==> src/hdl/double_ended_queue_with_search_assert.svh <==
// ---------------------------------------------------------------------------
// Deque assertion macros
// Shared concurrent assertion forms for the deque; they expect clk and rst
// in scope and are disabled while reset is high.
// ---------------------------------------------------------------------------
`ifndef DOUBLE_ENDED_QUEUE_WITH_SEARCH_ASSERT_SVH
`define DOUBLE_ENDED_QUEUE_WITH_SEARCH_ASSERT_SVH

// When the antecedent holds, the consequent must hold in the same cycle.
`define DEQ_ASSERT_IMPL(lbl, ante, cons) \
  lbl: assert property (@(posedge clk) disable iff (rst) (ante) |-> (cons)) \
    else $error("deque check failed: implication violated");

// The condition must never be true.
`define DEQ_ASSERT_NEVER(lbl, cond) \
  lbl: assert property (@(posedge clk) disable iff (rst) !(cond)) \
    else $error("deque check failed: forbidden condition seen");

`endif

==> src/hdl/deq_pkg.sv <==
// ---------------------------------------------------------------------------
// Deque package
// Field widths, operation and status codes, and the request, response and
// internal command types shared by the deque modules.
// ---------------------------------------------------------------------------
package deq_pkg;

  // Default number of ring entries.
  localparam int CAPACITY_DEF = 16;

  localparam int OP_W     = 3;
  localparam int VALUE_W  = 32;
  localparam int STATUS_W = 2;
  localparam int COUNT_W  = 5;

  // Operation codes carried by a request.
  localparam logic [OP_W-1:0] OP_PUSH_BACK  = 3'd0;
  localparam logic [OP_W-1:0] OP_PUSH_FRONT = 3'd1;
  localparam logic [OP_W-1:0] OP_DROP_FRONT = 3'd2;
  localparam logic [OP_W-1:0] OP_DROP_BACK  = 3'd3;
  localparam logic [OP_W-1:0] OP_QUERY      = 3'd4;

  // Status codes carried by a response.
  localparam logic [STATUS_W-1:0] ST_DONE  = 2'd0;
  localparam logic [STATUS_W-1:0] ST_EMPTY = 2'd1;
  localparam logic [STATUS_W-1:0] ST_FULL  = 2'd2;

  typedef struct packed {
    logic [OP_W-1:0]           operation;
    logic signed [VALUE_W-1:0] value;
  } req_t;

  typedef struct packed {
    logic [STATUS_W-1:0] status;
    logic                found;
    logic [COUNT_W-1:0]  element_count;
  } rsp_t;

  // Decoded command handed from the front end to the execution side.
  // All flags low means an unused operation code.
  typedef struct packed {
    logic                      push;
    logic                      drop;
    logic                      at_front;
    logic                      query;
    logic signed [VALUE_W-1:0] value;
  } cmd_t;

endpackage

==> src/hdl/deq_ram.sv <==
// ---------------------------------------------------------------------------
// Deque RAM
// Generic single write port, single read port memory with registered read
// data.
// ---------------------------------------------------------------------------
module deq_ram #(
  parameter int WIDTH = 32,
  parameter int DEPTH = 16
) (
  input  logic                     clk,
  input  logic                     we,
  input  logic [$clog2(DEPTH)-1:0] waddr,
  input  logic [WIDTH-1:0]         wdata,
  input  logic [$clog2(DEPTH)-1:0] raddr,
  output logic [WIDTH-1:0]         rdata
);

  logic [WIDTH-1:0] mem [DEPTH];

  // Write port.
  always_ff @(posedge clk) begin
    if (we) begin
      mem[waddr] <= wdata;
    end
  end

  // Registered read port.
  always_ff @(posedge clk) begin
    rdata <= mem[raddr];
  end

endmodule

==> src/hdl/deq_front.sv <==
// ---------------------------------------------------------------------------
// Deque front end
// Accepts requests, decodes the operation code into command flags and holds
// the command in one register stage until the command queue takes it.
// ---------------------------------------------------------------------------
module deq_front import deq_pkg::*; (
  input  logic clk,
  input  logic rst,
  input  logic req_valid,
  output logic req_stall,
  input  req_t req,
  output logic cmd_valid,
  input  logic cmd_full,
  output cmd_t cmd
);

  logic stg_valid;
  cmd_t cmd_dec;
  logic accept;

  // Decode the operation; unused codes leave every flag low.
  always_comb begin
    cmd_dec          = '0;
    cmd_dec.value    = req.value;
    case (req.operation)
      OP_PUSH_BACK: begin
        cmd_dec.push = 1'b1;
      end
      OP_PUSH_FRONT: begin
        cmd_dec.push     = 1'b1;
        cmd_dec.at_front = 1'b1;
      end
      OP_DROP_FRONT: begin
        cmd_dec.drop     = 1'b1;
        cmd_dec.at_front = 1'b1;
      end
      OP_DROP_BACK: begin
        cmd_dec.drop = 1'b1;
      end
      OP_QUERY: begin
        cmd_dec.query = 1'b1;
      end
      default: begin
        cmd_dec.push = 1'b0;
      end
    endcase
  end

  // The stage stalls only while it holds a command the queue cannot take.
  assign req_stall = stg_valid && cmd_full;
  assign accept    = req_valid && !req_stall;
  assign cmd_valid = stg_valid;

  always_ff @(posedge clk) begin
    if (rst) begin
      stg_valid <= 1'b0;
    end else if (accept) begin
      stg_valid <= 1'b1;
    end else if (!cmd_full) begin
      stg_valid <= 1'b0;
    end
  end

  always_ff @(posedge clk) begin
    if (accept) begin
      cmd <= cmd_dec;
    end
  end

endmodule

==> src/hdl/deq_cmdq.sv <==
// ---------------------------------------------------------------------------
// Deque command queue
// Two-entry queue that decouples the front end from the execution side.
// ---------------------------------------------------------------------------
module deq_cmdq import deq_pkg::*; (
  input  logic clk,
  input  logic rst,
  input  logic push_valid,
  input  cmd_t push_cmd,
  output logic full,
  output logic pop_valid,
  output cmd_t pop_cmd,
  input  logic pop
);

  cmd_t       slots [2];
  logic       wr_ptr;
  logic       rd_ptr;
  logic [1:0] fill;
  logic       push_en;
  logic       pop_en;

  assign full      = (fill == 2'd2);
  assign pop_valid = (fill != 2'd0);
  assign pop_cmd   = slots[rd_ptr];
  assign push_en   = push_valid && !full;
  assign pop_en    = pop && pop_valid;

  // Pointers and fill level.
  always_ff @(posedge clk) begin
    if (rst) begin
      wr_ptr <= 1'b0;
      rd_ptr <= 1'b0;
      fill   <= 2'd0;
    end else begin
      if (push_en) begin
        wr_ptr <= ~wr_ptr;
      end
      if (pop_en) begin
        rd_ptr <= ~rd_ptr;
      end
      if (push_en && !pop_en) begin
        fill <= fill + 2'd1;
      end else if (pop_en && !push_en) begin
        fill <= fill - 2'd1;
      end
    end
  end

  // Entry storage.
  always_ff @(posedge clk) begin
    if (push_en) begin
      slots[wr_ptr] <= push_cmd;
    end
  end

endmodule

==> src/hdl/deq_back.sv <==
// ---------------------------------------------------------------------------
// Deque execution side
// Keeps the ring state, carries out pushes and drops without a scan, scans the
// ring one entry per cycle for a membership query and registers the response.
// ---------------------------------------------------------------------------
module deq_back import deq_pkg::*; #(
  parameter int CAPACITY = CAPACITY_DEF
) (
  input  logic clk,
  input  logic rst,
  input  logic cmd_valid,
  input  cmd_t cmd,
  output logic cmd_pop,
  output logic rsp_valid,
  input  logic rsp_stall,
  output rsp_t rsp
);

  localparam int IDX_W = $clog2(CAPACITY);
  localparam int CNT_W = $clog2(CAPACITY + 1);
  localparam int SUM_W = CNT_W + 1;

  localparam logic S_IDLE = 1'b0;
  localparam logic S_SCAN = 1'b1;

  logic                      state;
  logic [IDX_W-1:0]          front_index;
  logic [CNT_W-1:0]          held_count;
  logic [IDX_W-1:0]          ptr;
  logic [CNT_W-1:0]          issued;
  logic                      last;
  logic signed [VALUE_W-1:0] qvalue;

  logic [IDX_W-1:0]          front_index_next;
  logic [CNT_W-1:0]          held_count_next;
  logic [STATUS_W-1:0]       status_d;
  logic                      out_free;
  logic                      start;
  logic                      is_full;
  logic                      is_empty;
  logic [SUM_W-1:0]          back_sum;
  logic [SUM_W-1:0]          back_wrap;
  logic                      we;
  logic [IDX_W-1:0]          waddr;
  logic [IDX_W-1:0]          raddr;
  logic [VALUE_W-1:0]        rdata;
  logic                      hit;
  logic                      scan_done;
  logic                      rsp_set;

  function automatic logic [IDX_W-1:0] ring_inc(input logic [IDX_W-1:0] idx);
    return (idx == IDX_W'(CAPACITY - 1)) ? '0 : idx + IDX_W'(1);
  endfunction

  function automatic logic [IDX_W-1:0] ring_dec(input logic [IDX_W-1:0] idx);
    return (idx == '0) ? IDX_W'(CAPACITY - 1) : idx - IDX_W'(1);
  endfunction

  // A new command starts when idle and the response register is free.
  assign out_free = !rsp_valid || !rsp_stall;
  assign start    = (state == S_IDLE) && cmd_valid && out_free;
  assign cmd_pop  = start;
  assign is_full  = (held_count == CNT_W'(CAPACITY));
  assign is_empty = (held_count == '0);

  // Slot behind the back element: front plus count, wrapped once.
  assign back_sum  = SUM_W'(front_index) + SUM_W'(held_count);
  assign back_wrap = (back_sum >= SUM_W'(CAPACITY)) ? back_sum - SUM_W'(CAPACITY)
                                                    : back_sum;

  // Next ring state and status for a push or drop.
  always_comb begin
    front_index_next = front_index;
    held_count_next  = held_count;
    status_d         = ST_DONE;
    if (cmd.push) begin
      if (is_full) begin
        status_d = ST_FULL;
      end else begin
        held_count_next = held_count + CNT_W'(1);
        if (cmd.at_front) begin
          front_index_next = ring_dec(front_index);
        end
      end
    end else if (cmd.drop) begin
      if (is_empty) begin
        status_d = ST_EMPTY;
      end else begin
        held_count_next = held_count - CNT_W'(1);
        if (cmd.at_front) begin
          front_index_next = ring_inc(front_index);
        end
      end
    end
  end

  // Store access: pushes write, the scan reads the front first, then ptr.
  assign we    = start && cmd.push && !is_full;
  assign waddr = cmd.at_front ? ring_dec(front_index) : back_wrap[IDX_W-1:0];
  assign raddr = (state == S_IDLE) ? front_index : ptr;

  deq_ram #(
    .WIDTH (VALUE_W),
    .DEPTH (CAPACITY)
  ) u_store (
    .clk   (clk),
    .we    (we),
    .waddr (waddr),
    .wdata (cmd.value),
    .raddr (raddr),
    .rdata (rdata)
  );

  // Compare the entry read in the previous cycle.
  assign hit       = (rdata == qvalue);
  assign scan_done = hit || last;

  // A response is loaded by a command that needs no scan or by the end of a scan.
  assign rsp_set = (start && !(cmd.query && !is_empty)) ||
                   ((state == S_SCAN) && scan_done);

  // Control state.
  always_ff @(posedge clk) begin
    if (rst) begin
      state       <= S_IDLE;
      front_index <= '0;
      held_count  <= '0;
      rsp_valid   <= 1'b0;
    end else begin
      rsp_valid <= rsp_set || (rsp_valid && rsp_stall);
      case (state)
        S_IDLE: begin
          if (start) begin
            front_index <= front_index_next;
            held_count  <= held_count_next;
            if (cmd.query && !is_empty) begin
              state <= S_SCAN;
            end
          end
        end
        S_SCAN: begin
          if (scan_done) begin
            state <= S_IDLE;
          end
        end
        default: begin
          state <= S_IDLE;
        end
      endcase
    end
  end

  // Scan bookkeeping and response payload.
  always_ff @(posedge clk) begin
    if (state == S_IDLE) begin
      if (start) begin
        rsp.status        <= status_d;
        rsp.found         <= 1'b0;
        rsp.element_count <= COUNT_W'(held_count_next);
        ptr               <= ring_inc(front_index);
        issued            <= CNT_W'(1);
        last              <= (held_count == CNT_W'(1));
        qvalue            <= cmd.value;
      end
    end else if (scan_done) begin
      rsp.status        <= ST_DONE;
      rsp.found         <= hit;
      rsp.element_count <= COUNT_W'(held_count);
    end else begin
      ptr    <= ring_inc(ptr);
      issued <= issued + CNT_W'(1);
      last   <= ((issued + CNT_W'(1)) == held_count);
    end
  end

endmodule

==> src/hdl/double_ended_queue_with_search.sv <==
// ---------------------------------------------------------------------------
// Double-ended queue with search
// Path: decode stage register, command queue, response register; a query first scans the held entries.
// Throughput: one per cycle unless stalled; a query scans one entry a cycle and holds later commands until it ends.
// Reset clears the front index and the count; the store itself is not cleared.
// ---------------------------------------------------------------------------
`include "double_ended_queue_with_search_assert.svh"

module double_ended_queue_with_search import deq_pkg::*; #(
  parameter int CAPACITY = CAPACITY_DEF
) (
  input  logic clk,
  input  logic rst,
  input  logic req_valid,
  output logic req_stall,
  input  req_t req,
  output logic rsp_valid,
  input  logic rsp_stall,
  output rsp_t rsp
);

  logic stg_valid;
  logic cq_full;
  cmd_t stg_cmd;
  logic cq_valid;
  cmd_t cq_cmd;
  logic cq_pop;

  // Request decode stage.
  deq_front u_front (
    .clk       (clk),
    .rst       (rst),
    .req_valid (req_valid),
    .req_stall (req_stall),
    .req       (req),
    .cmd_valid (stg_valid),
    .cmd_full  (cq_full),
    .cmd       (stg_cmd)
  );

  // Command queue between decode and execution.
  deq_cmdq u_cmdq (
    .clk        (clk),
    .rst        (rst),
    .push_valid (stg_valid),
    .push_cmd   (stg_cmd),
    .full       (cq_full),
    .pop_valid  (cq_valid),
    .pop_cmd    (cq_cmd),
    .pop        (cq_pop)
  );

  // Ring state, store and response register.
  deq_back #(
    .CAPACITY (CAPACITY)
  ) u_back (
    .clk       (clk),
    .rst       (rst),
    .cmd_valid (cq_valid),
    .cmd       (cq_cmd),
    .cmd_pop   (cq_pop),
    .rsp_valid (rsp_valid),
    .rsp_stall (rsp_stall),
    .rsp       (rsp)
  );

  // A hit is only ever reported with a done status.
  `DEQ_ASSERT_IMPL(a_found_done, rsp_valid && rsp.found, rsp.status == ST_DONE)
  // A rejected push reports a full store.
  `DEQ_ASSERT_IMPL(a_full_count, rsp_valid && (rsp.status == ST_FULL),
                   rsp.element_count == COUNT_W'(CAPACITY))
  // A rejected drop reports an empty store.
  `DEQ_ASSERT_NEVER(a_empty_count,
                    rsp_valid && (rsp.status == ST_EMPTY) && (rsp.element_count != '0))

endmodule

==> config.mk <==
export PLATFORM = sky130hd
export DESIGN_NAME = double_ended_queue_with_search
export DESIGN_NICKNAME = d
export VERILOG_FILES = /design/src/hdl/deq_pkg.sv /design/src/hdl/deq_ram.sv /design/src/hdl/deq_front.sv /design/src/hdl/deq_cmdq.sv /design/src/hdl/deq_back.sv /design/src/hdl/double_ended_queue_with_search.sv
export VERILOG_INCLUDE_DIRS = /design/src /design/src/hdl
export SDC_FILE = /design/constraint.sdc
export NUM_CORES = 1
export LEC_CHECK = 0
export ABC_AREA = 1
export BUFFER_PORTS_ARGS = -buffer_cell sky130_fd_sc_hd__buf_2
export CAP_MARGIN = 20
export CORE_MARGIN = 3
export CORE_UTILIZATION = 60
export DETAILED_ROUTE_END_ITERATION = 12
export PLACE_DENSITY = 0.76
export SETUP_SLACK_MARGIN = 0.15
export SYNTH_ARGS = -nofsm -noshare
export SYNTH_HDL_FRONTEND = slang
export SYNTH_SLANG_ARGS = --single-unit
==> constraint.sdc <==
create_clock -name clk -period 4 [get_ports clk]
set_input_delay 0.4 -clock clk [delete_from_list [all_inputs] [get_ports clk]]
set_output_delay 0.4 -clock clk [all_outputs]
set_load 0.01 [all_outputs]
Word level (Yosys, flattened, before mapping)
Memory sizes are Yosys's and may differ from the RTL's. A register that Yosys moved wholly into a read port is not among the register bits.
Index checks and enable logic that the tools add are counted.

word-level totals
  register bits = 102
  memory bits (writable) = 584
  input bits = 39
  output and inout bits = 10
  logic and storage cells = 143
  memories = 2

cells by class
  $add $sub $neg = 10
  magnitude comparators = 1
  eq/ne operators = 16
  multiplexer cells = 50
  bitwise gates (word level) = 3
  reduce and logical (&&, ||, !) cells = 41

memory list
  memory              words  width  read ports  clocked after memory_dff  write ports  line            source
  u_back.u_store.mem  16     32     1           1                         1            deq_ram.sv:18   logic [WIDTH-1:0] mem [DEPTH];
  u_cmdq.slots        2      36     1           1                         1            deq_cmdq.sv:16  cmd_t slots [2];

operator list
  kind                                                                   number
  4-bit two-way mux                                                      15
  5-bit two-way mux                                                      7
  32-bit == test                                                         1
  8-bit two-way mux                                                      3
  1-bit two-way mux                                                      19
  1-bit logical AND                                                      14
  5-bit by 1-bit adder with 5-bit output, second input constant          2
  2-bit two-way mux                                                      5
  1-bit zero test                                                        9
  4-bit by 1-bit adder with 4-bit output, second input constant          2
  4-bit == test, second input constant                                   2
  2-bit != test, second input constant                                   4
  2-bit nonzero test                                                     4
  4-bit by 1-bit subtractor with 4-bit output, second input constant     2
  4-bit by 5-bit adder with 6-bit output                                 1
  3-bit by 2-bit == test with 1-bit output, second input constant        2
  6-bit by 5-bit >= comparator with 1-bit output, second input constant  1
  2-bit AND reduction                                                    3
  6-bit AND reduction                                                    1
  2-bit OR reduction                                                     3
  5-bit by 1-bit == test with 1-bit output, second input constant        1
  5-bit == test                                                          1
  5-bit == test, second input constant                                   1
  5-bit zero test                                                        1
  12 further kinds                                                       17

Depth between registers and ports, before layout
  depth after elaboration = 7
  depth in mapped cells = 11
  depth with buffers taken out = 11

Hierarchy
From an unflattened synthesis, not the netlist that was laid out.

unflattened totals
  cell total of the unflattened synthesis = 2683
  area total of the unflattened synthesis = 30286.5 µm²

modules (own cells, without submodules)
  module     times used  cells an instance  area an instance (µm²)  seq. area each (µm²)
  deq_ram    1           2120               22744.3                 16015.4
  deq_back   1           363                3390.8                  1721.7
  deq_cmdq   1           149                2995.4                  2262.2
  deq_front  1           51                 1156.1                  1101.1

Least setup slack after synthesis
No wires, ideal clock.

  path type = register -> register
  start point = reg u_back.held_count[0]
  end point = mem u_back.u_store.mem[1][0], enable pin
  library setup time = 0.421 ns
  arrival = 2.969 ns
  data required time = 3.579 ns
  slack = 0.610 ns
  cell stages (with the launch flop) = 8
  buffers on the path = 0
  period minus slack after synthesis = 3.390 ns
  cell sequence = dfxtp_1 > ha_1 > inv_1 > fa_1 > inv_1 > o21ai_0 > nand3_1 > nor2_1

between the ends
  cells in the longest elaborated chain, start to end = 5
  elaborated cells on any way between the ends = 10
  classes of those cells = add/sub (2); order compare (1); eq/ne (1); mux (4); reduce/logical (2)

RTL lines
  what                                                                            line             source
  from (decl)                                                                     deq_back.sv:28   logic [CNT_W-1:0] held_count;
  from (signal assigned)                                                          deq_back.sv:135  held_count <= held_count_next;
  branches (longest 5 deep; another with 4-bit by 5-bit adder with 6-bit output)  -
  to (decl)                                                                       deq_ram.sv:18

Several ways; the timed one is not identified.

Final worst setup path
  start point = reg u_back.held_count[1]
  end point = mem u_back.u_store.mem[10][14], enable pin

Same word-level chain as after synthesis.

==> impl_metrics.csv <==
group,metric,value,unit
outcome,status,"finished, final reports clean",
critical_path,end_kind,"register",
power_and_ir_drop,clock_power_share,0.257,
floorplan,start_util,0.6131,
finish,utilization,0.6962,
clocking,hold_buffers,32,
floorplan,die_h,225.0,microns
route,dr.pass1.iters,6,
critical_path,slowest_stage,"nor2_4",
timing,final_max_slew_viol_count,0,
power_and_ir_drop,internal_power,16.76,mW
route,vias,17910,
route,antenna_left,0,
synth,syn_area,28790,sq um
grt,grt_pass1_vias,17840,
timing,fmax,320.6,MHz
clocking,path_clk_slew,60,ps
synth,syn_inst,2308,
timing,tns,0,ps
timing,finalCritPeriodShare,0.7798,
critical_path,slowest_delay,670,ps
synth,synth-edff-count,670,
critical_path,crit_path_frequent_cell,"nand3_1",
synth,synth_ff_type,"edfxtp_1",
synth,ys_seq_elements,719,
clocking,cts_tree,"done",
clocking,cts_sinks,719,
synth,seq_area_frac_synth,0.7330,
grt,overflow,0,
timing,finalSetupViolCount,0,
critical_path,crit_path_start_kind,"register",
route,drc_errors,0,
critical_path,cp_max_fo,17,
critical_path,critPathArrivalTime,3430,ps
clocking,post_cts_buffers,0,
power_and_ir_drop,p_sw_frac,0.3668,
min_path,hold_path_depth,2,
timing,fin_crit,3119,ps
critical_path,critical_path.cell_chain,"inv_1, ha_1, nand3_1, nand2_2, nor2_1, nand3_1, nor2_4, buf_12",
timing,grt_setup_unrepaired,"no",
floorplan,core,46950,sq um
place,numPortBuffers,48,
critical_path,crit_type,"register to register",
power_and_ir_drop,powerDensity,809.8,nW/um^2
power_and_ir_drop,power_switching,9.710,mW
synth,avgSynthCellArea,12.47,sq um
timing,worst_pin_slew,1090,ps
power_and_ir_drop,pwr-share-seq,0.395,
grt,antenna_found_initial,0,
timing,slew_headroom,0.2717,
finish,drive_gt1_frac,0.09853,
route,wl_per_cell,21.05,microns
clocking,post_cts_resized,0,
clocking,numCtsBuffers,70,
route,vias_per_cell,5.863,
synth,synth_nets,2360,
clocking,root_buffer,"clkbuf_16",
finish,layout_common_cells,"edfxtp_1, nand2_1, inv_1",
place,dp_hpwl,37.88,mm
synth,ys_types,37,
synth,synthArstFlopShare,0,
grt,gr-usage-all-layers,0.2581,
place,globalplace.congestion,0.8604,
finish,syn_to_final_growth,13.55,%
power_and_ir_drop,ir_drop,667.2,uV
route,wl,64.28,mm
floorplan,io_pins,49,
critical_path,crit_required,4310,ps
finish,mostFrequentLayoutCell,"edfxtp_1",
clocking,cts_buffer_depth,3,
floorplan,dieArea,50640,sq um
min_path,hold_class,"input port to register",
power_and_ir_drop,power_frac_comb,0.347,
grt,grt_first_pass_wirelength,99.62,mm
timing,clock-skew-final,17.73,ps
flow_run,drv_cap,0,
route,detail_route.iter0.violations,2161,
floorplan,die_x,225.0,microns
power_and_ir_drop,p_leak,12.15,nW
timing,hold_violations,0,
synth,yosysWarnings,0,
clocking,htreeDepth,3,
finish,nNetsFinal,2440,
critical_path,ff2ff_path_depth,8,
floorplan,rows,79,
clocking,clock_latency,610,ps
grt,grt_max_degree,124,
==> layout make-up <==
class                      count  area, sq um
antenna                        1        2.502
clock buffer                  95         1976
clock inverter                35        437.9
fill                        2976        14260
inverter                     323         1215
multi-input combinational   1150         6017
sequential                   719        21100
tap                          607        759.5
timing repair buffer         124         1179
==> cells in the mapped netlist, drive strengths merged (2+ instances only) <==
| master | instances | area (sq um) |
|---|---|---|
| nand2 | 379 | 1428 |
| edfxtp | 670 | 20120 |
| o21ai | 163 | 845.8 |
| ha | 12 | 150.1 |
| dfxtp | 49 | 980.9 |
| xor2 | 8 | 70.07 |
| nand4 | 4 | 25.02 |
| o22ai | 2 | 12.51 |
| xnor2 | 30 | 262.8 |
| nand3 | 215 | 1081 |
| o211ai | 129 | 968.4 |
| a21oi | 149 | 745.7 |
| nor3 | 3 | 15.01 |
| buf | 91 | 523.0 |
| clkbuf | 25 | 95.09 |
| nor2 | 49 | 186.4 |
| inv | 322 | 1211 |
==> cell families after synthesis <==
group,synth area share
flip-flops,0.7330
buffers and inverters,0.06368
XOR/XNOR,0.01156
AND/OR/NAND/NOR,0.09571
AO/OA/AOI/OAI,0.09011
adder cells (fa/ha/maj),0.005911
==> critical path: cells and delay by family (launching register included) <==
kind          cells  cell delay, ps
fa+ha+maj         1             240
simple gates      5            1640
buf+inv           2             450
flops             1             480
==> state kept, by name (all words and copies together) (netlist names), 2 cells and up, named ones only <==
name	count
u_back.u_store.mem	512
u_cmdq.slots	72
u_front.cmd	36
u_back.qvalue	32
u_back.u_store.rdata	32
u_back.rsp	8
u_back.held_count	5
u_back.issued	5
u_back.front_index	4
u_back.ptr	4
u_cmdq.fill	2
==> worst paths after layout <==
kind | startpoint | to | slack (ps)
worst max register to register | u_back.held_count[1]$_SDFFE_PP0P_ | u_back.u_store.mem[10][14]$_DFFE_PP_ | 880
worst max-delay path | u_back.held_count[1]$_SDFFE_PP0P_ | u_back.u_store.mem[10][14]$_DFFE_PP_ | 880
worst min register to register | u_front.cmd[18]$_DFFE_PP_ | u_cmdq.slots[1][18]$_DFFE_PP_ | 440
worst min-delay path | rst | u_back.state$_SDFF_PP0_ | 70
==> layer usage <==
layer / global-route usage / routed length, microns
met4: 0.09309 / 1823
met1: 0.3424 / 25440
met2: 0.4371 / 31970
met5: 0 / 0
met3: 0.04325 / 5043
==> stage by stage <==
stage / hold slack, ps / setup WS, ps / total power [mW] / instance area, sq um / instances
after floorplan: 421.5 / 609.7 / 16.70 / 28790 / 2308
after global placement: 422.7 / 990.9 / 19.29 / 29910 / 2889
after detailed placement: 429.8 / 919.8 / 19.60 / 29910 / 2889
after CTS: 37.09 / 908.6 / 26.46 / 32640 / 3051
after global routing: 63.79 / 687.3 / 27.86 / 32680 / 3053
final: 74.84 / 881.0 / 26.47 / 32690 / 3054
==> power by group through the flow <==
stage	Clock (mW)	Combinational (mW)	Sequential (mW)
floorplan	0	6.22	10.5
CTS	6.88	9.11	10.5
finish	6.81	9.20	10.5
detailed placement	0	8.99	10.6
global route	7.20	10.1	10.5
global placement	0	8.74	10.6
Power figures use the tool's default switching activity.
